$ cat src/sv/refcounted_slot_cache_macros.svh
// Assertion macros used by the slot cache sequencer (rsc_seq).
// Define NO_ASSERTIONS to compile the checks out.
`ifndef REFCOUNTED_SLOT_CACHE_MACROS_SVH
`define REFCOUNTED_SLOT_CACHE_MACROS_SVH

`ifndef NO_ASSERTIONS

// A property that must hold at every clock edge outside reset.
`define RSC_ASSERT(lbl, clk_s, rst_s, prop) \
  lbl: assert property (@(posedge clk_s) disable iff (!rst_s) (prop)) \
    else $error("slot cache assertion failed");

// A condition in one cycle implies a consequence in the same cycle.
`define RSC_ASSERT_IMP(lbl, clk_s, rst_s, ante, cons) \
  lbl: assert property (@(posedge clk_s) disable iff (!rst_s) (ante) |-> (cons)) \
    else $error("slot cache implication failed");

// A condition in one cycle implies a consequence in the next cycle.
`define RSC_ASSERT_NEXT(lbl, clk_s, rst_s, ante, cons) \
  lbl: assert property (@(posedge clk_s) disable iff (!rst_s) (ante) |=> (cons)) \
    else $error("slot cache next-cycle check failed");

`else

`define RSC_ASSERT(lbl, clk_s, rst_s, prop)
`define RSC_ASSERT_IMP(lbl, clk_s, rst_s, ante, cons)
`define RSC_ASSERT_NEXT(lbl, clk_s, rst_s, ante, cons)

`endif

`endif

$ cat src/sv/rsc_pkg.sv
package rsc_pkg;

  localparam int ENTRIES    = 16;
  localparam int CNT_BITS   = 16;
  localparam int TAG_W      = 32;
  localparam int IDX_W      = (ENTRIES > 1) ? $clog2(ENTRIES) : 1;
  localparam int PTR_W      = $clog2(ENTRIES + 1);
  localparam int SLOT_W     = 4;
  localparam int STAT_W     = 3;
  localparam int OUT_DATA_W = 40;
  localparam int OUT_PAD_W  = OUT_DATA_W - (1 + SLOT_W + 1 + TAG_W);

  typedef logic [TAG_W-1:0]    tag_t;
  typedef logic [CNT_BITS-1:0] cnt_t;
  typedef logic [IDX_W-1:0]    idx_t;
  typedef logic [PTR_W-1:0]    ptr_t;

  localparam cnt_t CNT_MAX = '1;
  localparam cnt_t CNT_ONE = cnt_t'(1);

  typedef enum logic {
    CMD_GET = 1'b0,
    CMD_REL = 1'b1
  } cmd_t;

  typedef enum logic [STAT_W-1:0] {
    ST_HIT      = 3'd0,
    ST_FILL     = 3'd1,
    ST_REPL     = 3'd2,
    ST_FULL     = 3'd3,
    ST_REL_DONE = 3'd4,
    ST_REL_MISS = 3'd5
  } status_t;

  typedef struct packed {
    tag_t tag;
    cnt_t cnt;
  } entry_t;

  typedef struct packed {
    logic en;
    idx_t addr;
    tag_t tag;
    cnt_t cnt;
  } wr_t;

  typedef struct packed {
    status_t           status;
    logic              found;
    logic [SLOT_W-1:0] slot;
    logic              ev_valid;
    tag_t              ev_index;
  } rsp_t;

endpackage

$ cat src/sv/rsc_store.sv
// Slot table memory: one write port, one read port with registered data.
module rsc_store (
  input  logic              clk,
  input  logic              rd_en,
  input  rsc_pkg::idx_t     rd_addr,
  output rsc_pkg::entry_t   rd_data,
  input  rsc_pkg::wr_t      wr
);

  rsc_pkg::entry_t mem [rsc_pkg::ENTRIES];
  rsc_pkg::entry_t rd_data_r;

  always_ff @(posedge clk) begin
    if (wr.en) begin
      mem[wr.addr] <= '{tag: wr.tag, cnt: wr.cnt};
    end
    if (rd_en) begin
      rd_data_r <= mem[rd_addr];
    end
  end

  assign rd_data = rd_data_r;

endmodule

$ cat src/sv/rsc_seq.sv
`include "refcounted_slot_cache_macros.svh"

// Request sequencer: scans the used slots through one tag comparator, then
// applies a single table update and forms the response.
module rsc_seq (
  input  logic              clk,
  input  logic              rst_n,
  input  logic              req_valid,
  output logic              req_ready,
  input  rsc_pkg::cmd_t     req_cmd,
  input  rsc_pkg::tag_t     req_tag,
  output logic              rsp_valid,
  input  logic              rsp_ready,
  output rsc_pkg::rsp_t     rsp,
  output logic              rd_en,
  output rsc_pkg::idx_t     rd_addr,
  input  rsc_pkg::entry_t   rd_data,
  output rsc_pkg::wr_t      wr
);

  typedef enum logic [3:0] {
    S_IDLE   = 4'b0001,
    S_SCAN   = 4'b0010,
    S_DECIDE = 4'b0100,
    S_RESP   = 4'b1000
  } state_t;

  state_t              state_r, state_nxt;
  rsc_pkg::cmd_t       cmd_r, cmd_nxt;
  rsc_pkg::tag_t       key_r, key_nxt;
  rsc_pkg::ptr_t       used_r, used_nxt;
  rsc_pkg::ptr_t       ptr_r, ptr_nxt;
  logic                pend_r, pend_nxt;
  rsc_pkg::idx_t       pend_slot_r, pend_slot_nxt;
  logic                hit_r, hit_nxt;
  rsc_pkg::idx_t       hit_slot_r, hit_slot_nxt;
  rsc_pkg::cnt_t       hit_cnt_r, hit_cnt_nxt;
  logic                zero_r, zero_nxt;
  rsc_pkg::idx_t       zero_slot_r, zero_slot_nxt;
  rsc_pkg::tag_t       zero_tag_r, zero_tag_nxt;
  rsc_pkg::rsp_t       rsp_r, rsp_nxt;

  logic tag_eq;
  logic cnt_zero;
  logic is_match;
  logic is_zero;

  assign rd_en   = (state_r == S_SCAN) && (ptr_r != used_r);
  assign rd_addr = ptr_r[rsc_pkg::IDX_W-1:0];

  // The shared compare unit, fed one stored slot per cycle.
  assign tag_eq   = (rd_data.tag == key_r);
  assign cnt_zero = (rd_data.cnt == '0);
  assign is_match = pend_r && tag_eq && ((cmd_r == rsc_pkg::CMD_GET) || !cnt_zero);
  assign is_zero  = pend_r && cnt_zero && (cmd_r == rsc_pkg::CMD_GET);

  assign req_ready = (state_r == S_IDLE);
  assign rsp_valid = (state_r == S_RESP);
  assign rsp       = rsp_r;

  always_comb begin
    state_nxt     = state_r;
    cmd_nxt       = cmd_r;
    key_nxt       = key_r;
    used_nxt      = used_r;
    ptr_nxt       = ptr_r;
    pend_nxt      = rd_en;
    pend_slot_nxt = rd_addr;
    hit_nxt       = hit_r;
    hit_slot_nxt  = hit_slot_r;
    hit_cnt_nxt   = hit_cnt_r;
    zero_nxt      = zero_r;
    zero_slot_nxt = zero_slot_r;
    zero_tag_nxt  = zero_tag_r;
    rsp_nxt       = rsp_r;
    wr            = '0;

    case (state_r)
      S_IDLE: begin
        if (req_valid) begin
          cmd_nxt   = req_cmd;
          key_nxt   = req_tag;
          ptr_nxt   = '0;
          hit_nxt   = 1'b0;
          zero_nxt  = 1'b0;
          state_nxt = S_SCAN;
        end
      end
      S_SCAN: begin
        if (rd_en) begin
          ptr_nxt = ptr_r + 1'b1;
        end
        if (is_match && !hit_r) begin
          hit_nxt      = 1'b1;
          hit_slot_nxt = pend_slot_r;
          hit_cnt_nxt  = rd_data.cnt;
        end
        if (is_zero && !zero_r) begin
          zero_nxt      = 1'b1;
          zero_slot_nxt = pend_slot_r;
          zero_tag_nxt  = rd_data.tag;
        end
        if (!rd_en) begin
          state_nxt = S_DECIDE;
        end
      end
      S_DECIDE: begin
        wr.tag  = key_r;
        rsp_nxt = '0;
        if (cmd_r == rsc_pkg::CMD_GET) begin
          if (hit_r) begin
            wr.en          = 1'b1;
            wr.addr        = hit_slot_r;
            wr.cnt         = (hit_cnt_r == rsc_pkg::CNT_MAX) ? hit_cnt_r : hit_cnt_r + 1'b1;
            rsp_nxt.status = rsc_pkg::ST_HIT;
            rsp_nxt.slot   = rsc_pkg::SLOT_W'(hit_slot_r);
          end else if (used_r != rsc_pkg::PTR_W'(rsc_pkg::ENTRIES)) begin
            wr.en          = 1'b1;
            wr.addr        = used_r[rsc_pkg::IDX_W-1:0];
            wr.cnt         = rsc_pkg::CNT_ONE;
            used_nxt       = used_r + 1'b1;
            rsp_nxt.status = rsc_pkg::ST_FILL;
            rsp_nxt.slot   = rsc_pkg::SLOT_W'(used_r[rsc_pkg::IDX_W-1:0]);
          end else if (zero_r) begin
            wr.en            = 1'b1;
            wr.addr          = zero_slot_r;
            wr.cnt           = rsc_pkg::CNT_ONE;
            rsp_nxt.status   = rsc_pkg::ST_REPL;
            rsp_nxt.slot     = rsc_pkg::SLOT_W'(zero_slot_r);
            rsp_nxt.ev_valid = 1'b1;
            rsp_nxt.ev_index = zero_tag_r;
          end else begin
            rsp_nxt.status = rsc_pkg::ST_FULL;
          end
        end else begin
          if (hit_r) begin
            wr.en          = 1'b1;
            wr.addr        = hit_slot_r;
            wr.cnt         = hit_cnt_r - 1'b1;
            rsp_nxt.status = rsc_pkg::ST_REL_DONE;
            rsp_nxt.found  = 1'b1;
          end else begin
            rsp_nxt.status = rsc_pkg::ST_REL_MISS;
          end
        end
        state_nxt = S_RESP;
      end
      S_RESP: begin
        if (rsp_ready) begin
          state_nxt = S_IDLE;
        end
      end
      default: begin
        state_nxt = S_IDLE;
      end
    endcase
  end

  always_ff @(posedge clk) begin
    if (!rst_n) begin
      state_r <= S_IDLE;
      used_r  <= '0;
      ptr_r   <= '0;
      pend_r  <= 1'b0;
      hit_r   <= 1'b0;
      zero_r  <= 1'b0;
    end else begin
      state_r <= state_nxt;
      used_r  <= used_nxt;
      ptr_r   <= ptr_nxt;
      pend_r  <= pend_nxt;
      hit_r   <= hit_nxt;
      zero_r  <= zero_nxt;
    end
  end

  always_ff @(posedge clk) begin
    cmd_r       <= cmd_nxt;
    key_r       <= key_nxt;
    pend_slot_r <= pend_slot_nxt;
    hit_slot_r  <= hit_slot_nxt;
    hit_cnt_r   <= hit_cnt_nxt;
    zero_slot_r <= zero_slot_nxt;
    zero_tag_r  <= zero_tag_nxt;
    rsp_r       <= rsp_nxt;
  end

  `RSC_ASSERT(a_used_bound, clk, rst_n, used_r <= rsc_pkg::PTR_W'(rsc_pkg::ENTRIES))
  `RSC_ASSERT_IMP(a_ptr_bound, clk, rst_n, state_r == S_SCAN, ptr_r <= used_r)
  `RSC_ASSERT_IMP(a_wr_decide, clk, rst_n, wr.en, state_r == S_DECIDE)
  `RSC_ASSERT_NEXT(a_rel_keeps_used, clk, rst_n, (state_r == S_DECIDE) && (cmd_r == rsc_pkg::CMD_REL), used_r == $past(used_r))

endmodule

$ cat src/sv/refcounted_slot_cache.sv
// Reference-counted slot cache. The block keeps a fully associative table
// of 16 slots, each holding a 32-bit block index and a 16-bit reader count.
// A get request (in_tuser = 0) either hits and raises the slot's count
// (saturating), fills the next unused slot, or replaces the lowest slot whose
// count is zero and reports the index it evicted; with every slot busy it
// reports full and changes nothing. A release request (in_tuser = 1) lowers
// the count of the matching slot that has readers, or reports not found.
// Each request returns exactly one response. Requests are handled one at a
// time: the single tag comparator visits one stored slot per cycle through
// the table memory's registered read port, followed by an update step and a
// response step. A finished response waits in an output register, so the
// next request is accepted while it is still pending. The table needs no
// clearing after reset: only slots below the used count are ever read.
module refcounted_slot_cache (
  input  logic        clk,
  input  logic        rst_n,
  input  logic        in_tvalid,
  output logic        in_tready,
  input  logic [31:0] in_tdata,   // [31:0] block_index
  input  logic        in_tuser,   // [0] command
  output logic        out_tvalid,
  input  logic        out_tready,
  output logic [39:0] out_tdata,  // [0] release_found, [4:1] slot,
                                  // [5] evicted_valid, [37:6] evicted_index,
                                  // [39:38] zero
  output logic [2:0]  out_tuser   // [2:0] status
);

  logic              rsp_valid;
  logic              rsp_ready;
  rsc_pkg::rsp_t     rsp;
  logic              rd_en;
  rsc_pkg::idx_t     rd_addr;
  rsc_pkg::entry_t   rd_data;
  rsc_pkg::wr_t      wr;

  logic              out_valid_r, out_valid_nxt;
  rsc_pkg::rsp_t     out_rsp_r, out_rsp_nxt;

  rsc_store u_store (
    .clk     (clk),
    .rd_en   (rd_en),
    .rd_addr (rd_addr),
    .rd_data (rd_data),
    .wr      (wr)
  );

  rsc_seq u_seq (
    .clk       (clk),
    .rst_n     (rst_n),
    .req_valid (in_tvalid),
    .req_ready (in_tready),
    .req_cmd   (rsc_pkg::cmd_t'(in_tuser)),
    .req_tag   (in_tdata),
    .rsp_valid (rsp_valid),
    .rsp_ready (rsp_ready),
    .rsp       (rsp),
    .rd_en     (rd_en),
    .rd_addr   (rd_addr),
    .rd_data   (rd_data),
    .wr        (wr)
  );

  // The output register takes a new response when it is empty or when its
  // current response leaves in the same cycle.
  assign rsp_ready = !out_valid_r || out_tready;

  always_comb begin
    out_valid_nxt = out_valid_r;
    out_rsp_nxt   = out_rsp_r;
    if (rsp_valid && rsp_ready) begin
      out_valid_nxt = 1'b1;
      out_rsp_nxt   = rsp;
    end else if (out_tready) begin
      out_valid_nxt = 1'b0;
    end
  end

  always_ff @(posedge clk) begin
    if (!rst_n) begin
      out_valid_r <= 1'b0;
    end else begin
      out_valid_r <= out_valid_nxt;
    end
  end

  always_ff @(posedge clk) begin
    out_rsp_r <= out_rsp_nxt;
  end

  assign out_tvalid = out_valid_r;
  assign out_tuser  = out_rsp_r.status;
  assign out_tdata  = {{rsc_pkg::OUT_PAD_W{1'b0}}, out_rsp_r.ev_index, out_rsp_r.ev_valid,
                       out_rsp_r.slot, out_rsp_r.found};

endmodule

$ cat config.mk
export PLATFORM = sky130hd
export DESIGN_NAME = refcounted_slot_cache
export DESIGN_NICKNAME = d
export VERILOG_FILES = /design/src/sv/rsc_pkg.sv /design/src/sv/rsc_store.sv /design/src/sv/rsc_seq.sv /design/src/sv/refcounted_slot_cache.sv
export VERILOG_INCLUDE_DIRS = /design/src /design/src/sv
export SDC_FILE = /design/constraint.sdc
export NUM_CORES = 1
export LEC_CHECK = 0
export ABC_CLOCK_PERIOD_IN_PS = 6200
export BUFFER_PORTS_ARGS = -buffer_cell sky130_fd_sc_hd__buf_4
export CAP_MARGIN = 15
export CORE_MARGIN = 8
export CORE_UTILIZATION = 55
export CTS_CLUSTER_DIAMETER = 150
export DETAILED_ROUTE_END_ITERATION = 10
export PLACE_DENSITY = 0.7
export SLEW_MARGIN = 30
export SYNTH_ARGS = -nofsm -noshare
export SYNTH_HDL_FRONTEND = slang
export SYNTH_HIERARCHICAL = 1
export SYNTH_SLANG_ARGS = --single-unit
$ cat constraint.sdc
create_clock -name clk -period 6.2 [get_ports clk]
set_input_delay 0.62 -clock clk [delete_from_list [all_inputs] [get_ports clk]]
set_output_delay 0.62 -clock clk [all_outputs]
set_load 0.005 [all_outputs]
==> flow_summary.toml <==
[cts]
cts_hold_buf = 0
clkTransAtPathRegs_ns = 0.06
cts_resized = 0
cts.sink_count = 1009
cts_setup_buffers = 0
clockBufferDepth = 3
cts-buffers-inserted = 98
htreeDepth = 3
clock_latency_ns = 0.65
cts_tree = "yes"
root_buffer = "clkbuf_16"

[yosys]
synth_warnings = 6
syn_avg_cell_area_um2 = 21.1
synth-seq-cells = 1009
synth_top_area_frac = 0.776
synth_ff_type = "edfxtp_1"
syn_inst = 1808
synth_area_leaders = "edfxtp_1 (78%), mux4_2 (11%), a22oi_1 (1.9%)"
ys_async_sr_fraction = 0
synth.cell_area_mm2 = 0.0382
yosys.cell_count.top_type = "edfxtp_1"
ys_types = 66
ys_top_cells_by_count = "edfxtp_1 (987), mux4_2 (192), a22oi_1 (96)"
synth-seq-area-share = 0.788
yosysTopAreaCell = "edfxtp_1"
synth_edf_count = 987

[die]
dieArea_mm2 = 0.0781
rows = 96
core_area_mm2 = 0.0687
initial_core_util = 0.556
die_x_um = 279
die_h_um = 279
ios = 82

[setup_path]
start_kind = "flip-flop"
crit_fanout = 36
critPathRequiredTime_ns = 6.47
crit_arrival_ns = 5.03
r2r-end = "u_store/mem[5][47]$_DFFE_PP_"
endpoint_kind = "flip-flop"
r2r-start = "u_seq/state_r[2]$_SDFFE_PN0P_"
r2r_cells = 7
rrSetupSlack_ns = 1.45
setup.worst_path.class = "flip-flop to flip-flop"

[placement]
dpl.cell_count = 2769
dpl.hpwl_um = 48900
place.gp.congestion = 0.815
preCtsSetupSlack_ns = 1.54
port-buffer-count = 79
placed_area_mm2 = 0.0401

[pwr]
p_int_mw = 10.9
ir_drop_mv = 0.217
powerDensity_mw_per_mm2 = 313
pwr-share-clk = 0.435
switching_share = 0.194
leakage_nw = 15.1
power_frac_comb = 0.015
power.switching_mw = 2.64
total_power_mw = 13.6
pwr-share-seq = 0.549

[finish]
finalNonFillerCells = 2957
stdcell_area_mm2 = 0.0434
fin_nets = 1982
nFillCells = 4583
fin_util = 0.632
syn_to_final_growth_pct = 13.6
drive_gt1_frac = 0.259

[route]
drt.antenna.violating_nets = 0
first_pass_iters = 6
wl_per_cell_um = 28.5
vias = 18400
vias_per_cell = 6.22
drt_iter0_drc = 2066
wl_um = 84200
drc = 0

[global_routing]
grt_pass1_vias = 18600
grt_pass1_wl_um = 124000
antenna_found_initial = 5
track_usage = 0.215
grt_max_degree = 78
grt-ovfl-total = 0

[worst_hold_path]
min-delay-start = "in_tdata[13]"
hp-class = "input pin to flip-flop"
whs_endpoint = "u_seq/key_r[13]$_DFFE_PP_"
holdPathStages = 1

[sta]
fin_crit_ns = 4.75
clock_skew_ns = 0.0187
slew_headroom = 0.346
hold_viol_final = 0
layout_setup_ws_ns = 1.45
fin_hold_ws_ns = 0.144
max_freq_mhz = 210
setup_tns_ns = 0
post-route-period-util = 0.767
rsz0062_at_grt = "false"
slew_viol_final = 0
worst_pin_slew_ns = 0.979
setup_viol = 0

[status]
status = "finished clean"

[run]
max_cap_violations = 0
-- placed cells by master, fill, tap and decap left out, types with 5 or more instances in the layout --
cell and count:
nor2_1 30, nand3_1 11, and2_1 67, clkinvlp_4 5, dfxtp_1 20, inv_1 15
nor4_1 19, and3_1 5, a31oi_1 6, a21oi_1 15, xor2_1 42, buf_16 5
edfxtp_1 987, o21ai_1 5, clkbuf_16 100, nand2_1 68, a22oi_1 96, xnor2_1 14
buf_4 116, bufinv_16 11, nor3_1 12, nand4_1 12, nor2_2 5, mux4_2 192
clkinv_2 29, nor2_4 13, clkinv_1 20, ha_1 5, clkbuf_1 10
-- cell families (layout without fill, tap and decap cells) --
group                    Yosys count  in the layout  share of synthesized area
buffers and inverters            108            323                     0.0136
AND/OR/NAND/NOR                  285            285                     0.0420
adder cells (fa/ha/maj)            5              5                    0.00164
AO/OA/AOI/OAI                    150            150                     0.0283
multiplexers                     194            194                      0.114
other                              1              4                  0.0000982
flip-flops                      1009           1009                      0.788
XOR/XNOR                          56             56                     0.0128
-- final cells by class --
cell class	count	area [um^2]	area share
clock inverter	72	676	0.0156
clock buffer	112	2570	0.0592
tap	931	1160	0.0268
sequential	1009	30100	0.693
timing repair buffer	122	1030	0.0237
inverter	17	65.1	0.00150
multi-input combinational	692	7800	0.180
antenna	2	5.00	0.000115
-- metal layers --
metal  global-route usage  part of all wire  vias to the layer above
li1                     -                 -                     7714
met1                0.298              0.41                     9721
met2                0.350              0.49                      841
met3               0.0449             0.081                      117
met4               0.0602             0.023                        4
met5                    0           0.00036                        -
-- flip-flops by register name, indices dropped and copies added (netlist names), 3 cells and up --
| signal | cells |
|---|---|
| out_tdata | 38 |
| out_tuser | 3 |
| u_seq/hit_cnt_r | 16 |
| u_seq/hit_slot_r | 4 |
| u_seq/key_r | 32 |
| u_seq/pend_slot_r | 4 |
| u_seq/ptr_r | 5 |
| u_seq/rsp | 41 |
| u_seq/state_r | 4 |
| u_seq/used_r | 5 |
| u_seq/zero_slot_r | 4 |
| u_seq/zero_tag_r | 32 |
| u_store/mem | 768 |
| u_store/rd_data | 48 |
-- worst max path at each step --
stage,start,to,depth (start not counted)
after floorplan,u_seq/state_r[2]$_SDFFE_PN0P_,u_store/mem[0][0]$_DFFE_PP_,6
after global placement,u_seq/used_r[0]$_SDFFE_PN0P_,u_store/mem[6][2]$_DFFE_PP_,10
after detailed placement,u_seq/state_r[2]$_SDFFE_PN0P_,u_store/mem[7][38]$_DFFE_PP_,7
after CTS,u_seq/state_r[2]$_SDFFE_PN0P_,u_store/mem[7][44]$_DFFE_PP_,7
after global routing,u_seq/state_r[2]$_SDFFE_PN0P_,u_store/mem[7][44]$_DFFE_PP_,7
final,u_seq/state_r[2]$_SDFFE_PN0P_,u_store/mem[5][47]$_DFFE_PP_,7
-- power by group through the flow --
stage / Sequential (mW) / Combinational, mW / Clock, mW
CTS: 7.46 / 0.213 / 6.01
floorplan: 7.59 / 0.111 / 0
global placement: 7.60 / 0.209 / 0
detailed placement: 7.61 / 0.212 / 0
finish: 7.46 / 0.210 / 5.91
global route: 7.46 / 0.227 / 6.26
-- worst max-delay path, stage by stage (launching register included) --
cell and delay [ns]:
dfxtp_1 0.43, or4b_4 0.56, clkinv_2 0.58, o21ai_0 0.41, nor2_1 0.56, nand2b_1 0.38
nor2_4 0.80, buf_4 0.63
(Power assumes the default switching activity.)
